--- src/rtl/jsu_pkg.sv ---
// jsu_pkg: shared types and constants for the json string unescape block
`default_nettype none

package jsu_pkg;

	// result kinds
	typedef enum logic [1:0] {
		KIND_DATA  = 2'd0,
		KIND_CLOSE = 2'd1,
		KIND_ERROR = 2'd2
	} kind_t;

	// error codes
	typedef enum logic [2:0] {
		ERR_NONE       = 3'd0,
		ERR_NO_QUOTE   = 3'd1,
		ERR_BAD_HEX    = 3'd2,
		ERR_BAD_SURR   = 3'd3,
		ERR_BAD_LOW    = 3'd4,
		ERR_BAD_ESCAPE = 3'd5,
		ERR_CTRL_CHAR  = 3'd6,
		ERR_UNTERM     = 3'd7
	} err_t;

	// decoder phase
	typedef enum logic [3:0] {
		PH_IDLE = 4'd0,
		PH_STR  = 4'd1,
		PH_ESC  = 4'd2,
		PH_HI0  = 4'd3,
		PH_HI1  = 4'd4,
		PH_HI2  = 4'd5,
		PH_HI3  = 4'd6,
		PH_BSL  = 4'd7,
		PH_U    = 4'd8,
		PH_LO0  = 4'd9,
		PH_LO1  = 4'd10,
		PH_LO2  = 4'd11,
		PH_LO3  = 4'd12
	} phase_t;

	// one queued command: a single result, or a code point to encode
	typedef struct packed {
		kind_t       kind;
		err_t        code;
		logic        raw;   // copy cp[7:0] through unchanged
		logic [20:0] cp;
	} cmd_t;

	// text characters
	localparam logic [7:0] CH_QUOTE     = 8'h22;
	localparam logic [7:0] CH_BACKSLASH = 8'h5C;
	localparam logic [7:0] CH_SLASH     = 8'h2F;
	localparam logic [7:0] CH_B         = 8'h62;
	localparam logic [7:0] CH_F         = 8'h66;
	localparam logic [7:0] CH_N         = 8'h6E;
	localparam logic [7:0] CH_R         = 8'h72;
	localparam logic [7:0] CH_T         = 8'h74;
	localparam logic [7:0] CH_U         = 8'h75;
	localparam logic [7:0] CH_SPACE     = 8'h20;

	// surrogate bounds and utf-8 framing
	localparam logic [15:0] HI_SURR_MIN = 16'hD800;
	localparam logic [15:0] HI_SURR_MAX = 16'hDBFF;
	localparam logic [15:0] LO_SURR_MIN = 16'hDC00;
	localparam logic [15:0] LO_SURR_MAX = 16'hDFFF;
	localparam logic [20:0] PAIR_BASE   = 21'h10000;
	localparam logic [20:0] CP_MAX1     = 21'h7F;
	localparam logic [20:0] CP_MAX2     = 21'h7FF;
	localparam logic [20:0] CP_MAX3     = 21'hFFFF;
	localparam logic [7:0]  UTF8_LEAD2  = 8'hC0;
	localparam logic [7:0]  UTF8_LEAD3  = 8'hE0;
	localparam logic [7:0]  UTF8_LEAD4  = 8'hF0;
	localparam logic [7:0]  UTF8_CONT   = 8'h80;

endpackage

`default_nettype wire

--- src/rtl/jsu_in_if.sv ---
// jsu_in_if: valid/ready channel carrying raw json text bytes
`default_nettype none

interface jsu_in_if;
	logic       valid;
	logic       ready;
	logic [7:0] text_byte;
	logic       end_of_input;

	modport source (output valid, output text_byte, output end_of_input, input ready);
	modport sink (input valid, input text_byte, input end_of_input, output ready);
endinterface

`default_nettype wire

--- src/rtl/jsu_out_if.sv ---
// jsu_out_if: valid/ready channel carrying decoded result items
`default_nettype none

interface jsu_out_if;
	logic       valid;
	logic       ready;
	logic [7:0] out_byte;
	logic [1:0] kind;
	logic [2:0] error_code;
	logic       last;

	modport source (output valid, output out_byte, output kind, output error_code,
		output last, input ready);
	modport sink (input valid, input out_byte, input kind, input error_code,
		input last, output ready);
endinterface

`default_nettype wire

--- src/rtl/jsu_front.sv ---
// jsu_front: per-byte phase machine that classifies text and queues commands
`default_nettype none

module jsu_front (
	input  wire logic       clk,
	input  wire logic       arst_n,
	jsu_in_if.sink          text,
	input  wire logic       full,
	output logic            push,
	output jsu_pkg::cmd_t   push_cmd
);

	jsu_pkg::phase_t phase_q;
	jsu_pkg::phase_t phase_d;
	logic [15:0]     high_q;
	logic [15:0]     low_q;

	logic        accept;
	logic [7:0]  c;
	logic        eoi;
	logic [4:0]  hx;
	logic        hex_ok;
	logic [3:0]  nib;
	logic [15:0] hi_full;
	logic [15:0] lo_full;
	logic [20:0] pair_cp;
	logic        hi_is_surr;
	logic        lo_is_surr;
	logic        is_hi_digit;
	logic        is_lo_digit;

	// hex digit to {valid, value}
	function automatic logic [4:0] hex_val(input logic [7:0] ch);
		logic [4:0] r;
		r = 5'd0;
		if (ch >= 8'h30 && ch <= 8'h39)
			r = {1'b1, 4'(ch - 8'h30)};
		else if (ch >= 8'h61 && ch <= 8'h66)
			r = {1'b1, 4'(ch - 8'h57)};
		else if (ch >= 8'h41 && ch <= 8'h46)
			r = {1'b1, 4'(ch - 8'h37)};
		return r;
	endfunction

	assign text.ready = !full;
	assign accept     = text.valid && !full;
	assign c          = text.text_byte;
	assign eoi        = text.end_of_input;

	// digit decode and unit assembly
	assign hx         = hex_val(c);
	assign hex_ok     = hx[4] && !eoi;
	assign nib        = hx[3:0];
	assign hi_full    = {high_q[11:0], nib};
	assign lo_full    = {low_q[11:0], nib};
	assign hi_is_surr = (hi_full >= jsu_pkg::HI_SURR_MIN) && (hi_full <= jsu_pkg::HI_SURR_MAX);
	assign lo_is_surr = (lo_full >= jsu_pkg::LO_SURR_MIN) && (lo_full <= jsu_pkg::LO_SURR_MAX);
	assign pair_cp    = jsu_pkg::PAIR_BASE + {1'b0, high_q[9:0], lo_full[9:0]};

	assign is_hi_digit = (phase_q == jsu_pkg::PH_HI0) || (phase_q == jsu_pkg::PH_HI1) ||
		(phase_q == jsu_pkg::PH_HI2) || (phase_q == jsu_pkg::PH_HI3);
	assign is_lo_digit = (phase_q == jsu_pkg::PH_LO0) || (phase_q == jsu_pkg::PH_LO1) ||
		(phase_q == jsu_pkg::PH_LO2) || (phase_q == jsu_pkg::PH_LO3);

	// next phase
	always_comb begin
		phase_d = phase_q;
		if (accept) begin
			unique case (phase_q) inside
				jsu_pkg::PH_STR: begin
					if (eoi || c == jsu_pkg::CH_QUOTE)
						phase_d = jsu_pkg::PH_IDLE;
					else if (c == jsu_pkg::CH_BACKSLASH)
						phase_d = jsu_pkg::PH_ESC;
					else if (c < jsu_pkg::CH_SPACE)
						phase_d = jsu_pkg::PH_IDLE;
				end
				jsu_pkg::PH_ESC: begin
					if (eoi)
						phase_d = jsu_pkg::PH_IDLE;
					else if (c == jsu_pkg::CH_U)
						phase_d = jsu_pkg::PH_HI0;
					else if (c == jsu_pkg::CH_QUOTE || c == jsu_pkg::CH_BACKSLASH ||
						c == jsu_pkg::CH_SLASH || c == jsu_pkg::CH_B || c == jsu_pkg::CH_F ||
						c == jsu_pkg::CH_N || c == jsu_pkg::CH_R || c == jsu_pkg::CH_T)
						phase_d = jsu_pkg::PH_STR;
					else
						phase_d = jsu_pkg::PH_IDLE;
				end
				jsu_pkg::PH_HI0: phase_d = hex_ok ? jsu_pkg::PH_HI1 : jsu_pkg::PH_IDLE;
				jsu_pkg::PH_HI1: phase_d = hex_ok ? jsu_pkg::PH_HI2 : jsu_pkg::PH_IDLE;
				jsu_pkg::PH_HI2: phase_d = hex_ok ? jsu_pkg::PH_HI3 : jsu_pkg::PH_IDLE;
				jsu_pkg::PH_HI3: begin
					if (!hex_ok)
						phase_d = jsu_pkg::PH_IDLE;
					else if (hi_is_surr)
						phase_d = jsu_pkg::PH_BSL;
					else
						phase_d = jsu_pkg::PH_STR;
				end
				jsu_pkg::PH_BSL: begin
					phase_d = (!eoi && c == jsu_pkg::CH_BACKSLASH) ? jsu_pkg::PH_U
						: jsu_pkg::PH_IDLE;
				end
				jsu_pkg::PH_U: begin
					phase_d = (!eoi && c == jsu_pkg::CH_U) ? jsu_pkg::PH_LO0 : jsu_pkg::PH_IDLE;
				end
				jsu_pkg::PH_LO0: phase_d = hex_ok ? jsu_pkg::PH_LO1 : jsu_pkg::PH_IDLE;
				jsu_pkg::PH_LO1: phase_d = hex_ok ? jsu_pkg::PH_LO2 : jsu_pkg::PH_IDLE;
				jsu_pkg::PH_LO2: phase_d = hex_ok ? jsu_pkg::PH_LO3 : jsu_pkg::PH_IDLE;
				jsu_pkg::PH_LO3: begin
					phase_d = (hex_ok && lo_is_surr) ? jsu_pkg::PH_STR : jsu_pkg::PH_IDLE;
				end
				default: begin
					phase_d = (!eoi && c == jsu_pkg::CH_QUOTE) ? jsu_pkg::PH_STR
						: jsu_pkg::PH_IDLE;
				end
			endcase
		end
	end

	// command for the back end
	always_comb begin
		push          = 1'b0;
		push_cmd.kind = jsu_pkg::KIND_DATA;
		push_cmd.code = jsu_pkg::ERR_NONE;
		push_cmd.raw  = 1'b0;
		push_cmd.cp   = '0;
		if (accept) begin
			unique case (phase_q) inside
				jsu_pkg::PH_STR: begin
					if (eoi) begin
						push          = 1'b1;
						push_cmd.kind = jsu_pkg::KIND_ERROR;
						push_cmd.code = jsu_pkg::ERR_UNTERM;
					end else if (c == jsu_pkg::CH_QUOTE) begin
						push          = 1'b1;
						push_cmd.kind = jsu_pkg::KIND_CLOSE;
					end else if (c == jsu_pkg::CH_BACKSLASH) begin
						push = 1'b0;
					end else if (c < jsu_pkg::CH_SPACE) begin
						push          = 1'b1;
						push_cmd.kind = jsu_pkg::KIND_ERROR;
						push_cmd.code = jsu_pkg::ERR_CTRL_CHAR;
					end else begin
						push         = 1'b1;
						push_cmd.raw = 1'b1;
						push_cmd.cp  = {13'd0, c};
					end
				end
				jsu_pkg::PH_ESC: begin
					push = 1'b1;
					if (eoi) begin
						push_cmd.kind = jsu_pkg::KIND_ERROR;
						push_cmd.code = jsu_pkg::ERR_BAD_ESCAPE;
					end else begin
						push_cmd.raw = 1'b1;
						unique case (c)
							jsu_pkg::CH_QUOTE,
							jsu_pkg::CH_BACKSLASH,
							jsu_pkg::CH_SLASH: push_cmd.cp = {13'd0, c};
							jsu_pkg::CH_B:     push_cmd.cp = 21'h08;
							jsu_pkg::CH_F:     push_cmd.cp = 21'h0C;
							jsu_pkg::CH_N:     push_cmd.cp = 21'h0A;
							jsu_pkg::CH_R:     push_cmd.cp = 21'h0D;
							jsu_pkg::CH_T:     push_cmd.cp = 21'h09;
							jsu_pkg::CH_U:     push = 1'b0;
							default: begin
								push_cmd.raw  = 1'b0;
								push_cmd.kind = jsu_pkg::KIND_ERROR;
								push_cmd.code = jsu_pkg::ERR_BAD_ESCAPE;
							end
						endcase
					end
				end
				jsu_pkg::PH_HI0, jsu_pkg::PH_HI1, jsu_pkg::PH_HI2,
				jsu_pkg::PH_LO0, jsu_pkg::PH_LO1, jsu_pkg::PH_LO2: begin
					if (!hex_ok) begin
						push          = 1'b1;
						push_cmd.kind = jsu_pkg::KIND_ERROR;
						push_cmd.code = jsu_pkg::ERR_BAD_HEX;
					end
				end
				jsu_pkg::PH_HI3: begin
					if (!hex_ok) begin
						push          = 1'b1;
						push_cmd.kind = jsu_pkg::KIND_ERROR;
						push_cmd.code = jsu_pkg::ERR_BAD_HEX;
					end else if (!hi_is_surr) begin
						push        = 1'b1;
						push_cmd.cp = {5'd0, hi_full};
					end
				end
				jsu_pkg::PH_BSL: begin
					if (eoi || c != jsu_pkg::CH_BACKSLASH) begin
						push          = 1'b1;
						push_cmd.kind = jsu_pkg::KIND_ERROR;
						push_cmd.code = jsu_pkg::ERR_BAD_SURR;
					end
				end
				jsu_pkg::PH_U: begin
					if (eoi || c != jsu_pkg::CH_U) begin
						push          = 1'b1;
						push_cmd.kind = jsu_pkg::KIND_ERROR;
						push_cmd.code = jsu_pkg::ERR_BAD_SURR;
					end
				end
				jsu_pkg::PH_LO3: begin
					push = 1'b1;
					if (!hex_ok) begin
						push_cmd.kind = jsu_pkg::KIND_ERROR;
						push_cmd.code = jsu_pkg::ERR_BAD_HEX;
					end else if (!lo_is_surr) begin
						push_cmd.kind = jsu_pkg::KIND_ERROR;
						push_cmd.code = jsu_pkg::ERR_BAD_LOW;
					end else begin
						push_cmd.cp = pair_cp;
					end
				end
				default: begin
					if (eoi || c != jsu_pkg::CH_QUOTE) begin
						push          = 1'b1;
						push_cmd.kind = jsu_pkg::KIND_ERROR;
						push_cmd.code = jsu_pkg::ERR_NO_QUOTE;
					end
				end
			endcase
		end
	end

	// phase and surrogate unit registers
	always_ff @(posedge clk or negedge arst_n) begin
		if (!arst_n) begin
			phase_q <= jsu_pkg::PH_IDLE;
			high_q  <= '0;
			low_q   <= '0;
		end else begin
			phase_q <= phase_d;
			if (accept && phase_q == jsu_pkg::PH_ESC && !eoi && c == jsu_pkg::CH_U)
				high_q <= '0;
			else if (accept && is_hi_digit && hex_ok)
				high_q <= hi_full;
			if (accept && phase_q == jsu_pkg::PH_U && !eoi && c == jsu_pkg::CH_U)
				low_q <= '0;
			else if (accept && is_lo_digit && hex_ok)
				low_q <= lo_full;
		end
	end

	// surrogate pair only forms after a high surrogate unit
	assert property (@(posedge clk) disable iff (!arst_n)
		(phase_q == jsu_pkg::PH_BSL) |-> (high_q >= jsu_pkg::HI_SURR_MIN &&
			high_q <= jsu_pkg::HI_SURR_MAX))
		else $error("jsu_front: low unit awaited without a high surrogate");

endmodule

`default_nettype wire

--- src/rtl/jsu_queue.sv ---
// jsu_queue: small command fifo between the front and back ends
`default_nettype none

module jsu_queue #(
	parameter int DEPTH = 4
) (
	input  wire logic           clk,
	input  wire logic           arst_n,
	input  wire logic           push,
	input  wire jsu_pkg::cmd_t  push_cmd,
	output logic                full,
	input  wire logic           pop,
	output logic                head_valid,
	output jsu_pkg::cmd_t       head_cmd
);

	localparam int PW = $clog2(DEPTH);
	localparam int CW = $clog2(DEPTH + 1);

	jsu_pkg::cmd_t   entry_q [DEPTH];
	logic [PW-1:0]   wr_ptr_q;
	logic [PW-1:0]   rd_ptr_q;
	logic [CW-1:0]   count_q;
	logic            do_pop;

	assign full       = (count_q == CW'(DEPTH));
	assign head_valid = (count_q != '0);
	assign head_cmd   = entry_q[rd_ptr_q];
	assign do_pop     = pop && head_valid;

	// entry storage
	always_ff @(posedge clk) begin
		if (push && !full)
			entry_q[wr_ptr_q] <= push_cmd;
	end

	// pointers and fill count
	always_ff @(posedge clk or negedge arst_n) begin
		if (!arst_n) begin
			wr_ptr_q <= '0;
			rd_ptr_q <= '0;
			count_q  <= '0;
		end else begin
			if (push && !full)
				wr_ptr_q <= (wr_ptr_q == PW'(DEPTH - 1)) ? '0 : wr_ptr_q + 1'b1;
			if (do_pop)
				rd_ptr_q <= (rd_ptr_q == PW'(DEPTH - 1)) ? '0 : rd_ptr_q + 1'b1;
			if ((push && !full) && !do_pop)
				count_q <= count_q + 1'b1;
			else if (!(push && !full) && do_pop)
				count_q <= count_q - 1'b1;
		end
	end

	// the front never offers a command into a full queue
	assert property (@(posedge clk) disable iff (!arst_n) push |-> !full)
		else $error("jsu_queue: push while full");

	assert property (@(posedge clk) disable iff (!arst_n) count_q <= CW'(DEPTH))
		else $error("jsu_queue: fill count overflow");

endmodule

`default_nettype wire

--- src/rtl/jsu_back.sv ---
// jsu_back: utf-8 encoder that expands queued commands into result transfers
`default_nettype none

module jsu_back (
	input  wire logic           clk,
	input  wire logic           arst_n,
	input  wire logic           head_valid,
	input  wire jsu_pkg::cmd_t  head_cmd,
	output logic                pop,
	jsu_out_if.source           result
);

	logic        out_valid_q;
	logic [7:0]  out_byte_q;
	logic [1:0]  out_kind_q;
	logic [2:0]  out_code_q;
	logic        out_last_q;
	logic [1:0]  idx_q;

	logic        advance;
	logic        encode;
	logic [1:0]  n_m1;
	logic [7:0]  enc [4];
	logic [7:0]  sel_byte;
	logic        is_last;

	assign advance = !out_valid_q || result.ready;
	assign encode  = (head_cmd.kind == jsu_pkg::KIND_DATA) && !head_cmd.raw;

	// last byte index of the head command (byte count minus one)
	always_comb begin
		if (!encode || head_cmd.cp <= jsu_pkg::CP_MAX1)
			n_m1 = 2'd0;
		else if (head_cmd.cp <= jsu_pkg::CP_MAX2)
			n_m1 = 2'd1;
		else if (head_cmd.cp <= jsu_pkg::CP_MAX3)
			n_m1 = 2'd2;
		else
			n_m1 = 2'd3;
	end

	// utf-8 byte split
	always_comb begin
		enc[0] = 8'h00;
		enc[1] = 8'h00;
		enc[2] = 8'h00;
		enc[3] = 8'h00;
		case (n_m1)
			2'd0: begin
				if (head_cmd.kind == jsu_pkg::KIND_DATA)
					enc[0] = head_cmd.cp[7:0];
			end
			2'd1: begin
				enc[0] = jsu_pkg::UTF8_LEAD2 | {3'd0, head_cmd.cp[10:6]};
				enc[1] = jsu_pkg::UTF8_CONT | {2'd0, head_cmd.cp[5:0]};
			end
			2'd2: begin
				enc[0] = jsu_pkg::UTF8_LEAD3 | {4'd0, head_cmd.cp[15:12]};
				enc[1] = jsu_pkg::UTF8_CONT | {2'd0, head_cmd.cp[11:6]};
				enc[2] = jsu_pkg::UTF8_CONT | {2'd0, head_cmd.cp[5:0]};
			end
			default: begin
				enc[0] = jsu_pkg::UTF8_LEAD4 | {5'd0, head_cmd.cp[20:18]};
				enc[1] = jsu_pkg::UTF8_CONT | {2'd0, head_cmd.cp[17:12]};
				enc[2] = jsu_pkg::UTF8_CONT | {2'd0, head_cmd.cp[11:6]};
				enc[3] = jsu_pkg::UTF8_CONT | {2'd0, head_cmd.cp[5:0]};
			end
		endcase
	end

	assign sel_byte = enc[idx_q];
	assign is_last  = (idx_q == n_m1);
	assign pop      = advance && head_valid && is_last;

	// byte index within the head command
	always_ff @(posedge clk or negedge arst_n) begin
		if (!arst_n) begin
			idx_q       <= '0;
			out_valid_q <= 1'b0;
		end else if (advance) begin
			out_valid_q <= head_valid;
			if (head_valid)
				idx_q <= is_last ? 2'd0 : idx_q + 2'd1;
		end
	end

	// output register
	always_ff @(posedge clk) begin
		if (advance && head_valid) begin
			out_byte_q <= sel_byte;
			out_kind_q <= head_cmd.kind;
			out_code_q <= head_cmd.code;
			out_last_q <= is_last;
		end
	end

	assign result.valid      = out_valid_q;
	assign result.out_byte   = out_byte_q;
	assign result.kind       = out_kind_q;
	assign result.error_code = out_code_q;
	assign result.last       = out_last_q;

	// a partly sent code point always has its command still at the head
	assert property (@(posedge clk) disable iff (!arst_n) (idx_q != 2'd0) |-> head_valid)
		else $error("jsu_back: byte index set with empty queue");

	// close and error results are single and final
	assert property (@(posedge clk) disable iff (!arst_n)
		(out_valid_q && out_kind_q != jsu_pkg::KIND_DATA) |-> (out_last_q && out_byte_q == 8'h00))
		else $error("jsu_back: non-data result not final");

	// error code present exactly on error results
	assert property (@(posedge clk) disable iff (!arst_n)
		out_valid_q |-> ((out_kind_q == jsu_pkg::KIND_ERROR) == (out_code_q != jsu_pkg::ERR_NONE)))
		else $error("jsu_back: error code does not match kind");

endmodule

`default_nettype wire

--- src/rtl/json_string_unescape_core.sv ---
// json_string_unescape_core: top level of the json string literal decoder
// path: an accepted byte's command is written into the queue, then encoded into the output register
// throughput: one text byte per cycle until stalled; a code point sends 1 to 4 bytes, one per ready cycle
// the command queue (QUEUE_DEPTH entries) absorbs multi-byte bursts before input stalls
// reset: arst_n clears the phase to idle, empties the queue and drops the output register
`default_nettype none

module json_string_unescape_core #(
	parameter int QUEUE_DEPTH = 4
) (
	input  wire logic clk,
	input  wire logic arst_n,
	jsu_in_if.sink    text,
	jsu_out_if.source result
);

	logic           push;
	jsu_pkg::cmd_t  push_cmd;
	logic           full;
	logic           pop;
	logic           head_valid;
	jsu_pkg::cmd_t  head_cmd;

	// classify input bytes
	jsu_front u_front (
		.clk      (clk),
		.arst_n   (arst_n),
		.text     (text),
		.full     (full),
		.push     (push),
		.push_cmd (push_cmd)
	);

	// decouple front and back
	jsu_queue #(
		.DEPTH (QUEUE_DEPTH)
	) u_queue (
		.clk        (clk),
		.arst_n     (arst_n),
		.push       (push),
		.push_cmd   (push_cmd),
		.full       (full),
		.pop        (pop),
		.head_valid (head_valid),
		.head_cmd   (head_cmd)
	);

	// encode and deliver results
	jsu_back u_back (
		.clk        (clk),
		.arst_n     (arst_n),
		.head_valid (head_valid),
		.head_cmd   (head_cmd),
		.pop        (pop),
		.result     (result)
	);

endmodule

`default_nettype wire

--- src/flat_wrapper.sv ---
// flat-port wrapper written by rule: the top's interface ports become plain ports
module json_string_unescape_core_flat 
#(
	parameter int QUEUE_DEPTH = 4
)
  (clk, arst_n, text_valid, text_text_byte, text_end_of_input, text_ready, result_valid, result_out_byte, result_kind, result_error_code, result_last, result_ready);
  jsu_in_if text_i ();
  jsu_out_if result_i ();
  input  wire logic clk;
  input  wire logic arst_n;
  input wire logic [$bits(text_i.valid)-1:0] text_valid;
  input wire logic [$bits(text_i.text_byte)-1:0] text_text_byte;
  input wire logic [$bits(text_i.end_of_input)-1:0] text_end_of_input;
  output wire logic [$bits(text_i.ready)-1:0] text_ready;
  output wire logic [$bits(result_i.valid)-1:0] result_valid;
  output wire logic [$bits(result_i.out_byte)-1:0] result_out_byte;
  output wire logic [$bits(result_i.kind)-1:0] result_kind;
  output wire logic [$bits(result_i.error_code)-1:0] result_error_code;
  output wire logic [$bits(result_i.last)-1:0] result_last;
  input wire logic [$bits(result_i.ready)-1:0] result_ready;
  assign text_i.valid = text_valid;
  assign text_i.text_byte = text_text_byte;
  assign text_i.end_of_input = text_end_of_input;
  assign text_ready = text_i.ready;
  assign result_valid = result_i.valid;
  assign result_out_byte = result_i.out_byte;
  assign result_kind = result_i.kind;
  assign result_error_code = result_i.error_code;
  assign result_last = result_i.last;
  assign result_i.ready = result_ready;
  json_string_unescape_core #(.QUEUE_DEPTH(QUEUE_DEPTH)) u_core (.clk(clk), .arst_n(arst_n), .text(text_i), .result(result_i));
endmodule
--- config.mk ---
export PLATFORM = sky130hd
export DESIGN_NAME = json_string_unescape_core_flat
export DESIGN_NICKNAME = d
export VERILOG_FILES = /design/src/rtl/jsu_pkg.sv /design/src/rtl/jsu_in_if.sv /design/src/rtl/jsu_out_if.sv /design/src/rtl/jsu_front.sv /design/src/rtl/jsu_queue.sv /design/src/rtl/jsu_back.sv /design/src/rtl/json_string_unescape_core.sv /design/src/flat_wrapper.sv
export SDC_FILE = /design/constraint.sdc
export NUM_CORES = 1
export LEC_CHECK = 0
export BUFFER_PORTS_ARGS = -buffer_cell sky130_fd_sc_hd__buf_2
export CAP_MARGIN = 20
export CORE_AREA = 4 4 139 108
export CTS_CLUSTER_SIZE = 24
export DETAILED_ROUTE_END_ITERATION = 6
export DIE_AREA = 0 0 143 112
export GPL_ROUTABILITY_DRIVEN = 0
export MAX_ROUTING_LAYER = met4
export PLACE_DENSITY = 0.86
export SETUP_SLACK_MARGIN = 0.4
export SLEW_MARGIN = 20
export SYNTH_ARGS = -nofsm -noshare
export SYNTH_HDL_FRONTEND = slang
export SYNTH_SLANG_ARGS = --single-unit
export TNS_END_PERCENT = 5
--- constraint.sdc ---
create_clock -name clk -period 5.1 [get_ports clk]
set_clock_uncertainty 0.2 [all_clocks]
set_input_delay 1.02 -clock clk [delete_from_list [all_inputs] [get_ports clk]]
set_output_delay 1.02 -clock clk [all_outputs]
set_load 0.005 [all_outputs]
* After elaboration in Yosys (flattened, before gate mapping)
Memory sizes are Yosys's and may differ from the RTL's.
Cells that the tools add are included.
** Storage, ports and cells
- Register bits :: 52
- RAM bits :: 108
- Input bits :: 13
- Output and inout port bits :: 16
- Logic and storage cells :: 219
- Memories :: 1
** Memory list
- u_core.u_queue.entry_q :: words 4, width 27, rd ports 1, clocked after Yosys merged registers in 0, wr ports 1, RTL line jsu_queue.sv:20 : jsu_pkg::cmd_t entry_q [DEPTH];
** Operators by class
- $add $sub $neg :: 9
- Magnitude comparators :: 15
- Equal/unequal tests :: 31
- Muxes and demuxes :: 82
- Bitwise logic cells :: 1
- Reductions and logical operators :: 68
** Operator list (count)
- 21-bit case mux with 4 select lines :: 1
- 22-bit two-way mux :: 3
- 21-bit two-way mux :: 3
- 5-bit two-way mux :: 12
- 8-bit by 7-bit == test with 1-bit output (second input constant) :: 7
- 27-bit two-way mux :: 2
- 12-bit two-way mux :: 4
- 4-bit case mux with 12 select lines :: 1
- 8-bit case mux with 3 select lines :: 2
- 8-bit case mux with 6 select lines :: 1
- 4-bit two-way mux :: 11
- 16-bit greater-or-equal comparator (second input constant) :: 2
- 16-bit <= comparator (second input constant) :: 2
- 8-bit two-way mux :: 4
- 5-bit case mux with 6 select lines :: 1
- 1-bit logical AND :: 28
- 25-bit two-way mux :: 1
- 17-bit by 20-bit adder with 21-bit output (first input constant) :: 1
- 21-bit by 11-bit <= comparator with 1-bit output (second input constant) :: 1
- 21-bit by 16-bit <= comparator with 1-bit output (second input constant) :: 1
- 21-bit by 7-bit <= comparator with 1-bit output (second input constant) :: 1
- 4-bit == test (second input constant) :: 5
- 1-bit logical OR :: 19
- 1-bit two-way mux :: 18
- 41 further kinds :: 75

* Longest topological paths before layout
- Depth in word-level cells :: 16
- Mapped depth :: 17
- Gate-level depth less buffers :: 14

* Hierarchy
From an unflattened synthesis, not the netlist that was laid out.
** Unflattened totals
- Cells, all modules :: 655
- Area, all modules :: 8306.7 µm²
** Modules (own cells, without submodules)
- jsu_queue :: instances 1, cells an instance 178, area each 4364.2 µm², sequential area each 3418.3 µm²
- jsu_front :: instances 1, cells an instance 330, area each 2666.3 µm², sequential area each 700.7 µm²
- jsu_back :: instances 1, cells an instance 147, area each 1276.2 µm², sequential area each 495.5 µm²

* Worst setup path after synthesis
Ideal clock, no wire load.
- Path kind :: input to register
- Start point :: input port text_text_byte[1]
- End point :: register u_core.u_queue.count_q[1]
- Library setup time :: 0.125 ns
- Arrival :: 4.131 ns
- Required time :: 4.775 ns
- Path slack :: 0.645 ns
- Stages on the path :: 13
- Buffers on the path :: 1
- Cells stage by stage :: clkbuf_1 -> inv_1 -> ha_1 -> nor3b_2 -> o31ai_1 -> xor2_1 -> or4_4 -> a221oi_2 -> o31ai_1 -> ha_1 -> inv_1 -> fa_1 -> mux2_2
** On the way
- Longest elaborated chain between the ends :: 15
- Elaborated cells on any way between the ends :: 47
- Classes of those cells :: add/sub (3); order compare (8); eq/ne (6); mux (17); reduce/logical (13)
** RTL lines
- from (decl) :: RTL line flat_wrapper.sv:12 : input wire logic [$bits(text_i.text_byte)-1:0] text_text_byte;
- 8-bit by 7-bit greater-or-equal comparator with 1-bit output / 8-bit by 7-bit <= comparator with 1-bit output (equally long branches) :: RTL line jsu_front.sv:40 : else if (ch >= 8'h41 && ch <= 8'h46)
- 1-bit logical AND :: RTL line jsu_front.sv:40
- 5-bit two-way mux :: RTL line jsu_front.sv:40
- 5-bit two-way mux :: RTL line jsu_front.sv:38 : else if (ch >= 8'h61 && ch <= 8'h66)
- 5-bit two-way mux :: RTL line jsu_front.sv:36 : if (ch >= 8'h30 && ch <= 8'h39)
- 16-bit greater-or-equal comparator / 16-bit <= comparator (equally long branches) :: RTL line jsu_front.sv:56 : assign hi_is_surr = (hi_full >= jsu_pkg::HI_SURR_MIN) && (hi_full <= jsu_pkg::HI_SURR_MAX);
- 1-bit logical AND :: RTL line jsu_front.sv:56
- 1-bit two-way mux :: RTL line jsu_front.sv:189 : end else if (!hi_is_surr) begin
- 1-bit two-way mux :: RTL line jsu_front.sv:185 : if (!hex_ok) begin
- 1-bit case mux with 7 select lines * :: RTL line jsu_front.sv:130 : unique case (phase_q) inside
- 1-bit two-way mux * :: RTL line jsu_front.sv:129 : if (accept) begin
- 1-bit logical AND * :: RTL line jsu_queue.sv:48, jsu_queue.sv:50
- 1-bit zero test :: RTL line jsu_queue.sv:50 : else if (!(push && !full) && do_pop)
- 1-bit logical AND :: RTL line jsu_queue.sv:50
- 2-bit nonzero test (no source line)
- to (signal assigned) :: RTL line jsu_queue.sv:49 : count_q <= count_q + 1'b1;
- to (signal assigned) :: RTL line jsu_queue.sv:51 : count_q <= count_q - 1'b1;
- to (decl) :: RTL line jsu_queue.sv:23 : logic [CW-1:0] count_q;
Every way passes the cells marked *; elsewhere a longest branch is shown, timed or not.
A chain may end at the register's enable or synchronous reset.

* Worst setup path in the final report
- Start point :: input port text_text_byte[0]
- End point :: register u_core.u_queue.count_q[1]
Same word-level chain as after synthesis.

==> impl_metrics.json <==
{
  "status": "finished clean",
  "cp_max_fo": 7,
  "vias": 5772,
  "ys_seq_area_share_pct": 55.5,
  "hold_buffers": 0,
  "drt_iter0_markers": 584,
  "vdd_drop_max_mv": 0.369,
  "critical_path_class": "input pin to register",
  "grt_max_degree": 39,
  "gr-total-overflow": 0,
  "internal_power_mw": 2.99,
  "ctsResizeCount": 0,
  "syn_avg_cell_area_um2": 12.6,
  "fin_crit_ns": 4.39,
  "clock_path_buffers": 2,
  "track_usage_pct": 24.6,
  "power_frac_seq_pct": 43.3,
  "synthFlopType": "edfxtp_1",
  "hold_class": "register to register",
  "antenna_found_initial": 0,
  "pwr_density_cell_mw_per_mm2": 482,
  "wire_per_inst_um": 21.1,
  "nFillCells": 986,
  "postLayoutCoreUtil_pct": 67.4,
  "diodes": 0,
  "postCtsSetupRepairBufs": 0,
  "endpoint_kind": "register",
  "max_slew.worst_pin.slew_ns": 1.07,
  "drt-met1-wl_mm": 7.88,
  "dp.cells": 840,
  "tritoncts": "yes",
  "first_global_vias": 5577,
  "routed_via_density": 6.62,
  "rrSetupSlack_ns": 0.83,
  "setup_violations": 0,
  "core_area_mm2": 0.0136,
  "synth-seq-cells": 160,
  "required_ns": 5.21,
  "clock_power_share_pct": 27.3,
  "rows": 37,
  "syn-num-nets": 693,
  "fp.dieArea_mm2": 0.0160,
  "synth_edf_count": 122,
  "synth-async-reset-ratio_pct": 23.8,
  "dp_hpwl_mm": 12.6,
  "cts.reportedPaths.clkPinSlew_ns": 0.07,
  "routed.top_layer": "met4",
  "io_buffers": 28,
  "arrival_ns": 4.49,
  "die_h_um": 112,
  "rsz0062_at_grt": "false",
  "leakage_nw": 3.23,
  "layout-drive-gt1-share_pct": 19.1,
  "yosysWarnings": 0,
  "area_growth_syn_to_layout_pct": 9.94,
  "layout.cells.non_filler": 872,
  "relSlewSlack_pct": 28.1,
  "drc": 0,
  "fin_crit_sh_pct": 86.0,
  "dr_wl_met3_mm": 1.48,
  "synth_top_area_share_pct": 44.0,
  "ant_nets": 0,
  "start_util_pct": 61.3,
  "combPwrFrac_pct": 29.3,
  "dr_wl_met2_mm": 8.72,
  "root_buffer": "clkbuf_16",
  "clock-sinks": 160,
  "clk-insertion-delay-late_ns": 0.42,
  "hold_viol": 0,
  "syn_area_mm2": 0.00832,
  "setup_tns_ns": 0,
  "grt_pass1_wl_mm": 29.5,
  "yosysUniqueCellTypes": 74,
  "io_pins": 29,
  "cts_buffers": 17,
  "swShare_pct": 32.2,
  "drt_first_pass_iters": 5,
  "die_x_um": 143,
  "htree_levels": 4,
  "fmax_mhz": 228,
  "maxCapViolCount": 0,
  "yosysTopAreaCell": "edfxtp_1",
  "nNetsFinal": 715,
  "p_switching_mw": 1.42,
  "wl_mm": 18.4,
  "ys_top_cells_by_area": "edfxtp_1 44%, dfrtp_1 11%, mux4_2 7.3%",
  "drv_slew": 0,
  "start_kind": "input pin",
  "syn_inst": 662
}
==> worst max-delay path: stages <==
cell      delay (ns)
buf_2           0.15
inv_1           0.12
ha_1            0.28
nor3b_2         0.41
o31ai_1         0.15
xor2_1          0.16
or4_4           0.58
a221oi_2        0.42
o31ai_1         0.19
ha_1            0.25
inv_1           0.07
fa_1            0.41
mux2_2          0.28
==> placed cells by master, fill, tap and decap left out, types with 4 or more instances in the layout <==
cell          n
a32oi_1       8
o2bb2ai_1     7
nor4_1        5
and2_1        8
nor2_1       55
a22o_1       19
o211ai_1      6
nand3_1      13
a22oi_1      14
xor2_1        7
mux4_2       27
nor3b_1       5
edfxtp_1    122
mux2_2        4
buf_2        28
nand2_1      51
clkinvlp_4    4
clkbuf_16    17
o22ai_1       4
nand2b_1     10
mux2i_1       8
inv_1        19
o21ai_0      21
inv_6         4
and3_1        6
a21oi_1      31
nand4_1       4
a211oi_1     16
nor3_1       18
nand3b_1      4
o31ai_1       4
dfrtp_1      37
or3_1         4
or2_2         7
buf_4        13
ha_1         17
==> cell type report <==
type | count | area [um^2] | share of cell area, %
well taps | 175 | 219 | 2.39
flip-flops and latches | 160 | 4620 | 50.5
inverters | 19 | 71.3 | 0.780
clock buffers | 17 | 425 | 4.65
clock inverters | 15 | 135 | 1.48
multi-input cells | 445 | 3440 | 37.6
repair buffers | 41 | 238 | 2.60
==> stage by stage <==
step | setup WS [ns] | power (mW) | cell area [um^2] | hold slack (ns)
5_1_grt | 0.529 | 4.64 | 9140 | 0.308
6_report | 0.713 | 4.41 | 9140 | 0.298
3_3_place_gp | 0.507 | 3.12 | 8580 | 0.271
4_1_cts | 0.769 | 4.42 | 9140 | 0.297
2_1_floorplan | 0.645 | 2.83 | 8320 | 0.264
3_5_place_dp | 0.354 | 3.21 | 8580 | 0.295
==> sequential cells by signal, indices dropped and copies added (netlist names) <==
signal                           flops
u_core.u_back.idx_q                  2
u_core.u_back.result.error_code      3
u_core.u_back.result.kind            2
u_core.u_back.result.last            1
u_core.u_back.result.out_byte        8
u_core.u_back.result.valid           1
u_core.u_front.high_q               12
u_core.u_front.low_q                12
u_core.u_front.phase_q               4
u_core.u_queue.count_q               3
u_core.u_queue.entry_q             108
u_core.u_queue.rd_ptr_q              2
u_core.u_queue.wr_ptr_q              2
==> metal layers <==
metal  track usage, %  vias to the layer above
met5                -                        -
met4             6.02                        0
met1             34.0                     2824
li1                 -                     2625
met2             36.9                      284
met3             6.61                       39
==> cell usage after synthesis (4+ instances only) <==
cell type	count
a211oi_1	16
a21oi_1	31
a22o_1	19
a22oi_1	14
a32oi_1	8
and2_1	8
and3_1	6
buf_2	5
buf_6	4
clkbuf_1	24
dfrtp_1	38
edfxtp_1	122
ha_1	17
inv_1	19
mux2_2	4
mux2i_1	8
mux4_2	27
nand2_1	51
nand2b_1	10
nand3_1	13
nand3b_1	4
nand4_1	4
nor2_1	55
nor3_1	18
nor3b_1	5
nor4_1	5
o211ai_1	6
o21ai_0	21
o22ai_1	4
o2bb2ai_1	7
o31ai_1	4
or2_2	7
or3_1	4
xor2_1	7
==> cell families (layout without fill, tap and decap cells) <==
family / Yosys count / after routing / synth area share [%]
adder cells (fa/ha/maj): 18 / 18 / 2.80
AO/OA/AOI/OAI: 160 / 160 / 13.9
AND/OR/NAND/NOR: 217 / 217 / 14.5
XOR/XNOR: 9 / 9 / 0.948
buffers and inverters: 57 / 92 / 3.16
multiplexers: 41 / 41 / 9.18
flip-flops: 160 / 160 / 55.5
==> final timing paths <==
path | startpoint | to | cells past startpoint
hold / removal | u_core.u_queue.count_q[2] | u_core.u_queue.count_q[2] | 1
setup reg to reg | u_core.u_queue.rd_ptr_q[0] | u_core.u_back.result.out_byte[2] | 10
min in group asynchronous | arst_n | u_core.u_back.idx_q[1] | 1
max in group asynchronous | arst_n | u_core.u_queue.rd_ptr_q[0] | 1
setup / recovery | text_text_byte[0] | u_core.u_queue.count_q[1] | 13
hold reg to reg | u_core.u_queue.count_q[2] | u_core.u_queue.count_q[2] | 1
==> power by group through the flow <==
| stage | clock network (mW) | logic, mW | registers (mW) |
|---|---|---|---|
| 2_1_floorplan | 0 | 0.994 | 1.83 |
| 3_3_place_gp | 0 | 1.21 | 1.91 |
| 3_5_place_dp | 0 | 1.28 | 1.93 |
| 4_1_cts | 1.22 | 1.29 | 1.91 |
| 5_1_grt | 1.30 | 1.40 | 1.94 |
| 6_report | 1.21 | 1.29 | 1.91 |
Note: power is estimated with default switching activity, not from simulation.
